**src/rtl/core/gffrc_pkg.sv**
```systemverilog
`timescale 1ns / 1ps
`default_nettype none

package gffrc_pkg;

  localparam int GRID_DIM   = 16;
  localparam int CELL_TOTAL = GRID_DIM * GRID_DIM;
  localparam int COORD_W    = $clog2(GRID_DIM);
  localparam int CELL_W     = $clog2(CELL_TOTAL);
  localparam int PTR_W      = CELL_W + 1;
  localparam int COUNT_W    = 9;

  typedef logic [COORD_W-1:0] coord_t;
  typedef logic [CELL_W-1:0]  cell_t;
  typedef logic [PTR_W-1:0]   ptr_t;
  typedef logic [COUNT_W-1:0] count_t;

  localparam count_t COUNT_MAX = {COUNT_W{1'b1}};

  localparam logic [1:0] DIR_UP    = 2'd0;
  localparam logic [1:0] DIR_DOWN  = 2'd1;
  localparam logic [1:0] DIR_LEFT  = 2'd2;
  localparam logic [1:0] DIR_RIGHT = 2'd3;

  typedef struct packed {
    coord_t row;
    coord_t col;
  } qent_t;

  typedef struct packed {
    logic   start;
    coord_t row;
    coord_t col;
  } fill_cmd_t;

  typedef struct packed {
    logic   done;
    count_t count;
  } fill_res_t;

  function automatic cell_t cell_addr(coord_t row, coord_t col);
    cell_addr = CELL_W'(row) * CELL_W'(GRID_DIM) + CELL_W'(col);
  endfunction

endpackage

`default_nettype wire

```
**src/rtl/core/gffrc_fill.sv**
```systemverilog
`timescale 1ns / 1ps
`default_nettype none

module gffrc_fill
  import gffrc_pkg::*;
(
  input  wire logic      clk,
  input  wire logic      rst_n,
  input  wire fill_cmd_t cmd,
  output logic           busy,
  output cell_t          obs_addr,
  input  wire logic      obs_q,
  output fill_res_t      res
);

  typedef enum logic [2:0] {
    S_IDLE,
    S_CLEAR,
    S_SEED,
    S_POP,
    S_LOAD,
    S_PROBE,
    S_EVAL
  } state_t;

  state_t     state_r;
  cell_t      clr_idx_r;
  coord_t     seed_row_r;
  coord_t     seed_col_r;
  coord_t     cur_row_r;
  coord_t     cur_col_r;
  logic [1:0] dir_r;
  ptr_t       head_r;
  ptr_t       tail_r;
  count_t     tally_r;
  logic       done_r;
  count_t     count_r;

  logic vis_mem [CELL_TOTAL];
  qent_t q_mem [CELL_TOTAL];
  logic  vis_q;
  qent_t q_q;

  logic   vis_we;
  cell_t  vis_wa;
  logic   vis_wd;
  logic   q_we;
  cell_t  q_wa;
  qent_t  q_wd;
  cell_t  q_ra;

  coord_t nb_row;
  coord_t nb_col;
  logic   nb_ok;
  cell_t  nb_addr;
  logic   nb_free;

  always_comb begin
    nb_row = cur_row_r;
    nb_col = cur_col_r;
    nb_ok  = 1'b0;
    case (dir_r)
      DIR_UP: begin
        nb_row = cur_row_r - 1'b1;
        nb_ok  = (cur_row_r != '0);
      end
      DIR_DOWN: begin
        nb_row = cur_row_r + 1'b1;
        nb_ok  = (cur_row_r != coord_t'(GRID_DIM - 1));
      end
      DIR_LEFT: begin
        nb_col = cur_col_r - 1'b1;
        nb_ok  = (cur_col_r != '0);
      end
      DIR_RIGHT: begin
        nb_col = cur_col_r + 1'b1;
        nb_ok  = (cur_col_r != coord_t'(GRID_DIM - 1));
      end
      default: begin
        nb_ok = 1'b0;
      end
    endcase
    nb_addr = cell_addr(nb_row, nb_col);
    nb_free = !vis_q && !obs_q;
  end

  always_comb begin
    vis_we = 1'b0;
    vis_wa = nb_addr;
    vis_wd = 1'b1;
    q_we   = 1'b0;
    q_wa   = tail_r[CELL_W-1:0];
    q_wd   = '{row: nb_row, col: nb_col};
    q_ra   = head_r[CELL_W-1:0];
    case (state_r)
      S_CLEAR: begin
        vis_we = 1'b1;
        vis_wa = clr_idx_r;
        vis_wd = 1'b0;
      end
      S_SEED: begin
        vis_we = 1'b1;
        vis_wa = cell_addr(seed_row_r, seed_col_r);
        q_we   = 1'b1;
        q_wa   = '0;
        q_wd   = '{row: seed_row_r, col: seed_col_r};
      end
      S_EVAL: begin
        vis_we = nb_free;
        q_we   = nb_free;
      end
      default: begin
        vis_we = 1'b0;
      end
    endcase
  end

  always_ff @(posedge clk) begin
    if (vis_we) begin
      vis_mem[vis_wa] <= vis_wd;
    end
    vis_q <= vis_mem[nb_addr];
  end

  always_ff @(posedge clk) begin
    if (q_we) begin
      q_mem[q_wa] <= q_wd;
    end
    q_q <= q_mem[q_ra];
  end

  always_ff @(posedge clk) begin
    if (!rst_n) begin
      state_r   <= S_IDLE;
      clr_idx_r <= '0;
      dir_r     <= DIR_UP;
      head_r    <= '0;
      tail_r    <= '0;
      tally_r   <= '0;
      done_r    <= 1'b0;
      count_r   <= '0;
    end else begin
      done_r <= 1'b0;
      case (state_r)
        S_IDLE: begin
          if (cmd.start) begin
            seed_row_r <= cmd.row;
            seed_col_r <= cmd.col;
            clr_idx_r  <= '0;
            state_r    <= S_CLEAR;
          end
        end
        S_CLEAR: begin
          clr_idx_r <= clr_idx_r + 1'b1;
          if (clr_idx_r == cell_t'(CELL_TOTAL - 1)) begin
            state_r <= S_SEED;
          end
        end
        S_SEED: begin
          head_r  <= '0;
          tail_r  <= ptr_t'(1);
          tally_r <= count_t'(1);
          state_r <= S_POP;
        end
        S_POP: begin
          if (head_r == tail_r) begin
            done_r  <= 1'b1;
            count_r <= tally_r;
            state_r <= S_IDLE;
          end else begin
            head_r  <= head_r + 1'b1;
            state_r <= S_LOAD;
          end
        end
        S_LOAD: begin
          cur_row_r <= q_q.row;
          cur_col_r <= q_q.col;
          dir_r     <= DIR_UP;
          state_r   <= S_PROBE;
        end
        S_PROBE: begin
          if (nb_ok) begin
            state_r <= S_EVAL;
          end else if (dir_r == DIR_RIGHT) begin
            state_r <= S_POP;
          end else begin
            dir_r <= dir_r + 1'b1;
          end
        end
        S_EVAL: begin
          if (nb_free) begin
            tail_r <= tail_r + 1'b1;
            if (tally_r != COUNT_MAX) begin
              tally_r <= tally_r + 1'b1;
            end
          end
          if (dir_r == DIR_RIGHT) begin
            state_r <= S_POP;
          end else begin
            dir_r   <= dir_r + 1'b1;
            state_r <= S_PROBE;
          end
        end
        default: begin
          state_r <= S_IDLE;
        end
      endcase
    end
  end

  assign busy      = (state_r != S_IDLE);
  assign obs_addr  = nb_addr;
  assign res.done  = done_r;
  assign res.count = count_r;

endmodule

`default_nettype wire

```
**src/rtl/core/grid_flood_fill_reach_count_top.sv**
```systemverilog
// Grid flood-fill reach counter.
// The block holds a 16 x 16 map of open and blocked cells. An input beat is
// taken at a rising edge where start is high and busy is low. A beat with
// in_kind low writes in_blocked into the cell at in_row, in_col; it gives no
// result and busy stays low, so writes can follow every cycle. A beat with
// in_kind high starts a four-way breadth-first fill from that cell and
// returns the number of cells reached, the start cell always included.
// The result beat shows on out_reach_count for one cycle with out_valid high
// and must be taken then; there is no way to hold it.
// A query from outside the grid returns zero in the next cycle. Otherwise
// busy rises for the whole fill: the visited map is cleared first, then each
// reached cell is dequeued and its four neighbors are probed in turn; a
// neighbor inside the grid also takes an evaluation step. The visited and queue
// memories have one read port each, and every neighbor probe waits on that
// read. The result appears in the first cycle with busy low, when the next
// beat may already be taken. After reset busy stays high while every cell of
// the map is written open; control state is cleared at reset.
`timescale 1ns / 1ps
`default_nettype none

module grid_flood_fill_reach_count_top
  import gffrc_pkg::*;
(
  input  wire logic         clk,
  input  wire logic         rst_n,
  input  wire logic         start,
  output logic              busy,
  input  wire logic         in_kind,
  input  wire logic [3:0]   in_row,
  input  wire logic [3:0]   in_col,
  input  wire logic         in_blocked,
  output logic              out_valid,
  output logic [COUNT_W-1:0] out_reach_count
);

  logic      obs_mem [CELL_TOTAL];
  logic      obs_q;
  cell_t     obs_addr;
  logic      fill_busy;
  fill_cmd_t cmd;
  fill_res_t res;
  logic      accept;
  logic      in_grid;
  logic      oob_r;
  logic      init_r;
  cell_t     init_idx_r;
  logic      obs_we;
  cell_t     obs_wa;
  logic      obs_wd;

  assign accept  = start && !busy;
  assign in_grid = (int'(in_row) < GRID_DIM) && (int'(in_col) < GRID_DIM);

  assign cmd.start = accept && in_kind && in_grid;
  assign cmd.row   = coord_t'(in_row);
  assign cmd.col   = coord_t'(in_col);

  assign obs_we = init_r || (accept && !in_kind && in_grid);
  assign obs_wa = init_r ? init_idx_r : cell_addr(coord_t'(in_row), coord_t'(in_col));
  assign obs_wd = init_r ? 1'b0 : in_blocked;

  always_ff @(posedge clk) begin
    if (obs_we) begin
      obs_mem[obs_wa] <= obs_wd;
    end
    obs_q <= obs_mem[obs_addr];
  end

  always_ff @(posedge clk) begin
    if (!rst_n) begin
      oob_r      <= 1'b0;
      init_r     <= 1'b1;
      init_idx_r <= '0;
    end else begin
      oob_r <= accept && in_kind && !in_grid;
      if (init_r) begin
        init_idx_r <= init_idx_r + 1'b1;
        if (init_idx_r == cell_t'(CELL_TOTAL - 1)) begin
          init_r <= 1'b0;
        end
      end
    end
  end

  gffrc_fill u_fill (
    .clk      (clk),
    .rst_n    (rst_n),
    .cmd      (cmd),
    .busy     (fill_busy),
    .obs_addr (obs_addr),
    .obs_q    (obs_q),
    .res      (res)
  );

  assign busy            = fill_busy || init_r;
  assign out_valid       = res.done || oob_r;
  assign out_reach_count = oob_r ? '0 : res.count;

endmodule

`default_nettype wire

```
**config.mk**
```make
export PLATFORM = sky130hd
export DESIGN_NAME = grid_flood_fill_reach_count_top
export DESIGN_NICKNAME = d
export VERILOG_FILES = /design/src/rtl/core/gffrc_pkg.sv /design/src/rtl/core/gffrc_fill.sv /design/src/rtl/core/grid_flood_fill_reach_count_top.sv
export SDC_FILE = /design/constraint.sdc
export NUM_CORES = 2
export LEC_CHECK = 0
export ABC_CLOCK_PERIOD_IN_PS = 20400
export BUFFER_PORTS_ARGS = -buffer_cell sky130_fd_sc_hd__buf_2
export CAP_MARGIN = 20
export CORE_UTILIZATION = 55
export DETAILED_ROUTE_END_ITERATION = 10
export PLACE_DENSITY = 0.73
export SLEW_MARGIN = 20
export SYNTH_ARGS = -nofsm -noshare
export SYNTH_HDL_FRONTEND = slang
export SYNTH_SLANG_ARGS = --single-unit
```
**constraint.sdc**
```tcl
create_clock -name clk -period 20.4 [get_ports clk]
set_input_delay 2.04 -clock clk [delete_from_list [all_inputs] [get_ports clk]]
set_output_delay 2.04 -clock clk [all_outputs]
set_load 0.02 [all_outputs]
```
* Yosys cells after proc, flatten, opt, wreduce, memory -nomap -nowiden
Memory sizes are Yosys's and may differ from the RTL's. A register that Yosys moved wholly into a read port is not among the register bits. Cells that the tools add are included.
Operators by class: add/sub/neg operators 13, equal/unequal tests 22, muxes and demuxes 39, reductions and logical operators 30
Operators by type and width (number):
- 9-bit one-hot mux with 2 select lines | 3
- 9-bit two-way mux | 4
- 8-bit two-way mux | 4
- 8-bit one-hot mux with 2 select lines | 2
- 9-bit by 1-bit adder with 9-bit output, second input constant | 3
- 8-bit by 4-bit adder with 8-bit output | 3
- 3-bit one-hot mux with 7 select lines | 1
- 3-bit two-way mux | 6
- 8-bit by 1-bit adder with 8-bit output, second input constant | 2
- 8-bit equality test, second input constant | 2
- 4-bit one-hot mux with 2 select lines | 2
- 2-bit AND reduction | 7
- 1-bit two-way mux | 11
- 3-bit equality test, second input constant | 3
- 9-bit equality test | 1
- 9-bit != test, second input constant | 1
- 3-bit AND reduction | 3
- 4-bit by 1-bit adder with 4-bit output, second input constant | 2
- 4-bit != test, second input constant | 2
- 4-bit nonzero test | 2
- 4-bit by 1-bit subtractor with 4-bit output, second input constant | 2
- 3-bit by 2-bit equality test with 1-bit output, second input constant | 2
- 2-bit by 1-bit != test with 1-bit output, second input constant | 3
- 2-bit != test, second input constant | 3
- 17 further kinds | 30
Storage, ports and cells: bits in registers 75, bits in writable memories 2560, bits of input ports 13, output and inout bits 11, memories 3
Memory list:
- u_fill.q_mem | depth 256, bits a word 8, rd ports 1, clocked after Yosys merged registers in 1, wr ports 1, line gffrc_fill.sv:40 | qent_t q_mem [CELL_TOTAL];
- obs_mem | depth 256, bits a word 1, rd ports 1, clocked after Yosys merged registers in 1, wr ports 1, line grid_flood_fill_reach_count_top.sv:36 | logic obs_mem [CELL_TOTAL];
- u_fill.vis_mem | depth 256, bits a word 1, rd ports 1, clocked after Yosys merged registers in 1, wr ports 1, line gffrc_fill.sv:39 | logic vis_mem [CELL_TOTAL];

* Longest topological paths before layout
depth after elaboration 8, depth in mapped cells 14

* Modules after synthesis
Synthesis repeated with hierarchy kept, for this count alone.
Second synthesis, totals: cell total of the unflattened synthesis 5466, area, all modules 105741.4 um2
Modules (own cells, without submodules):
- gffrc_fill | instances 1, cells an instance 4583, area an instance 93953.9 um2, sequential area each 70847.9 um2
- grid_flood_fill_reach_count_top | instances 1, cells an instance 883, area an instance 11787.6 um2, sequential area each 7887.6 um2

* Worst setup path before layout
OpenSTA, ideal clock, no wires.
path type flip-flop to flip-flop, start register u_fill.dir_r[1], end memory u_fill.q_mem[0][7] in the netlist's numbering (data pin), arrival time 11906 ps, setup slack 6305 ps, cell stages (with the launch flop) 11, path buffers 2, cells stage by stage dfxtp_1 > inv_1 > ha_1 > inv_1 > ha_1 > a21oi_1 > nand4bb_1 > and3_1 > clkbuf_1 > clkbuf_1 > o21ai_0
RTL lines:
- from (decl) | line gffrc_fill.sv:32 | logic [1:0] dir_r;
- from (signal assigned) | line gffrc_fill.sv:187 | dir_r <= dir_r + 1'b1;
- from (signal assigned) | line gffrc_fill.sv:200 | dir_r <= dir_r + 1'b1;
- to (decl) | line gffrc_fill.sv:40

==> metrics.md <==
| Metric | Value |
|---|---|
| CTS tree | built |
| Overall Global Routing Usage | 26.3% |
| RePlAce Congestion | ~0.83 |
| Post-synthesis instance total | 5470 |
| Latest clock arrival within the worst-skew pair | 0.91 ns |
| EDFF count, synth | 2576 |
| Mapped cell area | 106000 µm² |
| Number of gates resized after CTS | 0 |
| Final WL | 252 mm |
| Synth Area in Adders | less than 1% |
| Critical Path Sink Type | flop |
| # clock sinks | 2645 |
| First-pass GRT wire length | 368 mm |
| Yosys warnings | 0 |
| HPWL after DPL | between 100 and 150 mm |
| Layout cell share with drive strength beyond 1 | 22.7% |
| Syn_nets | 5502 |
| Yosys cell types | 73 |
| Initial antenna violation count | 10 |
| Final setup TNS | 0 ns |
| Main combinational cell family by area after synthesis | multiplexers |
| Row count | 160 |
| Hold_buf cts | 0 |
| Initial DRC count | 6989 |
| Relative slew slack | between 20% and 30% |
| Multiplexer share of the synthesized area | between 10% and 20% |
| Outcome | completed |
| Chip width | approximately 440 µm |
| Crit Path Class | reg -> reg |
| DRC violations left | 0 |
| Yosys reg bits | 2645 |
| Hold WS | ~0.51 ns |
| Reg2Reg Depth | 9 |
| Starting Density | 55.5% |
| Arrival time at the worst endpoint | 6.65 ns |
| Synthesized area per cell | approximately 19 µm² |
| Via Count | 54328 |
| Remaining global-route overflow | 0 |
| Post-route ant nets | 0 |
| Reg clk slew, reported paths | 0.07 ns |
| 1st-pass router iterations | 6 |
| Max Clock Freq | 0.171 GHz |
| Nets | 5567 |
| Min-Delay Path Class | reg -> reg |
| Static Leak | 35.0 nW |
| Pin count of the biggest net entering global routing | between 200 and 250 |
| WHS Path Cells | 2 |
| XOR/XNOR share of the synthesized area | 0.306% |
| Share of synthesized registers carrying an async set or reset | 0% |
| Max clock buf depth | 4 |
| Number of global-route vias before repair | 53812 |
| Period minus WS final | 5.86 ns |
| Final Max Tran Viols | 0 |
| Vias/cell | between 6 and 7 |
| Slew @ Worst Pin | around 1.2 ns |
| Req. time, crit path | 21.19 ns |
| # IOs | 24 |
| # fillers | between 10000 and 15000 |
| Pwr dens | 101 nW/µm² |
| Final period utilization | 28.7% |
| Critical path fanouts, max | 61 |
| Die Span Y | 441 µm |
| Postcts setup bufs | 0 |
| Peak supply drop | about 100 µV |
| CTS buffer count | 282 |
| Dominant synthesized flop cell | edfxtp_1 |
| Root Buffer | clkbuf_16 |
| Synth Area in Compound Gates | 1.47% |
| H-Tree Depth | 5 |
| MaxCap Viol Count | 0 |
| Final-report setup violation count | 0 |
| Unrepaired setup endpoints after global routing | false |
| Core area | between 150000 and 200000 µm² |
| Area delta synth->final | 10.8% |
| Die footprint | between 150000 and 200000 µm² |
| Port bufs | 23 |
| Clock skew | roughly 0.078 ns |
| Simple-Gate Fraction of Synth Area | under 10% |
| CP Launch Type | flop |
| Sequential fraction of the synthesis area | 74.3% |
| Routed length per placed instance | 30.6 µm |
| Final hold vios | 0 |
flip-flops by register name (all words and copies together), names as in the netlist:
signal and cells:
init_r 1, u_fill.tally_r 9, u_fill.q_q 8, u_fill.head_r 9, u_fill.q_mem 2048, u_fill.vis_q 1
u_fill.cur_row_r 4, u_fill.done_r 1, obs_q 1, u_fill.cur_col_r 4, init_idx_r 8, obs_mem 256
u_fill.vis_mem 256, u_fill.seed_col_r 4, u_fill.seed_row_r 4, u_fill.tail_r 9, u_fill.dir_r 2, u_fill.state_r 3
u_fill.count_r 9, u_fill.clr_idx_r 8
cell usage after synthesis, types with 7 or more instances:
| library cell | n | area [µm²] |
|---|---|---|
| o21ai_0 | 39 | 195 |
| nor2_1 | 862 | 3240 |
| mux2i_1 | 73 | 731 |
| clkbuf_1 | 200 | 751 |
| xnor2_1 | 23 | 201 |
| and2_1 | 18 | 113 |
| a2111oi_0 | 8 | 70.1 |
| nor3_1 | 35 | 175 |
| a31oi_1 | 24 | 150 |
| a22oi_1 | 17 | 128 |
| nor4_1 | 7 | 43.8 |
| nand3_1 | 55 | 275 |
| mux4_2 | 763 | 17200 |
| edfxtp_1 | 2576 | 77400 |
| nand4_1 | 20 | 125 |
| nand2_1 | 267 | 1000 |
| o22ai_1 | 17 | 106 |
| buf_1 | 36 | 135 |
| a21boi_0 | 8 | 60.1 |
| buf_2 | 73 | 365 |
| xor2_1 | 14 | 123 |
| buf_4 | 16 | 120 |
| and3_1 | 7 | 43.8 |
| nand2b_1 | 11 | 68.8 |
| a21oi_1 | 32 | 160 |
| nor2b_1 | 28 | 175 |
| buf_6 | 11 | 124 |
| inv_1 | 21 | 78.8 |
| a32oi_1 | 22 | 193 |
| dfxtp_1 | 69 | 1380 |
| ha_1 | 17 | 213 |
area by class of cell:
| type | instances | area (µm²) | area share, % |
|---|---|---|---|
| antenna | 1 | 2.50 | 0.00213 |
| clock buffer | 353 | 7520 | 6.41 |
| clock inverter | 117 | 1070 | 0.908 |
| inverter | 23 | 91.3 | 0.0778 |
| multi-input combinational | 2465 | 25800 | 22.0 |
| sequential | 2645 | 78800 | 67.1 |
| tap | 2511 | 3140 | 2.68 |
| timing repair buffer | 118 | 935 | 0.797 |
metal layers:
| layer | global-route usage (%) | up-vias | part of all wire, % |
|---|---|---|---|
| li1 | - | 22117 | - |
| met1 | 36.6 | 28437 | 38 |
| met2 | 40.9 | 3142 | 48 |
| met3 | 5.98 | 618 | 10 |
| met4 | 9.81 | 14 | 3.9 |
| met5 | 0 | - | 0.038 |
critical path, stage by stage, from the launching register on:
cell	delay [ns]
dfxtp_4	0.65
buf_4	0.69
buf_4	0.84
buf_4	0.82
buf_4	0.72
mux4_2	0.42
mux4_2	0.51
mux4_2	0.52
a22oi_1	0.31
nand2_1	0.12
worst paths after layout:
check	startpoint	endpoint	slack [ns]
hold reg to reg	u_fill.count_r[7]$_SDFFE_PN0P_	u_fill.count_r[7]$_SDFFE_PN0P_	0.51
hold / removal	u_fill.count_r[7]$_SDFFE_PN0P_	u_fill.count_r[7]$_SDFFE_PN0P_	0.51
setup reg to reg	u_fill.head_r[1]$_SDFFE_PN0P_	u_fill.q_q[4]$_DFF_P_	14.54
setup / recovery	u_fill.head_r[1]$_SDFFE_PN0P_	u_fill.q_q[4]$_DFF_P_	14.54
cell families after synthesis:
kind of cell             after synthesis
AND/OR/NAND/NOR                     1343
flip-flops                          2645
XOR/XNOR                              37
multiplexers                         838
buffers and inverters                360
adder cells (fa/ha/maj)               19
AO/OA/AOI/OAI                        228
report_power, final:
| part | switching [mW] | internal [mW] |
|---|---|---|
| logic | 0.584 | 0.0872 |
| clock network | 2.03 | 2.84 |
| registers | 0.0189 | 6.32 |
| total | 2.63 | 9.24 |
cells in the final DEF (no fill, tap or decap), drive strengths merged, types with 7 or more instances in the layout:
master,n
inv,25
clkbuf,353
a2111oi,8
nor2b,28
clkinv,92
nor2,864
nand3,55
mux2i,73
a21boi,11
edfxtp,2576
buf,118
a32oi,22
a31oi,24
xor2,14
ha,17
and3,7
mux4,763
nor4,7
nand2,267
o22ai,17
and2,18
nand4,20
a21oi,32
nand2b,11
o21ai,45
nor3,36
xnor2,23
dfxtp,69
bufinv,19
a22oi,17
through the flow:
| step | total power, mW | area (µm²) | worst slack, ns | cells | util, % |
|---|---|---|---|---|---|
| floorplan | 7.01 | 106000 | 6.31 | 5470 | - |
| finish | 11.9 | 117000 | 14.54 | 8233 | 61.5 |
| CTS | 11.9 | 117000 | 14.58 | 8229 | 61.5 |
| detailed placement | 7.11 | 109000 | 14.61 | 7759 | 57.0 |
| global route | 12.2 | 117000 | 14.38 | 8232 | 61.5 |
| global placement | 7.07 | 109000 | 14.59 | 7759 | 57.0 |
Note: power is estimated with default switching activity, not from simulation.
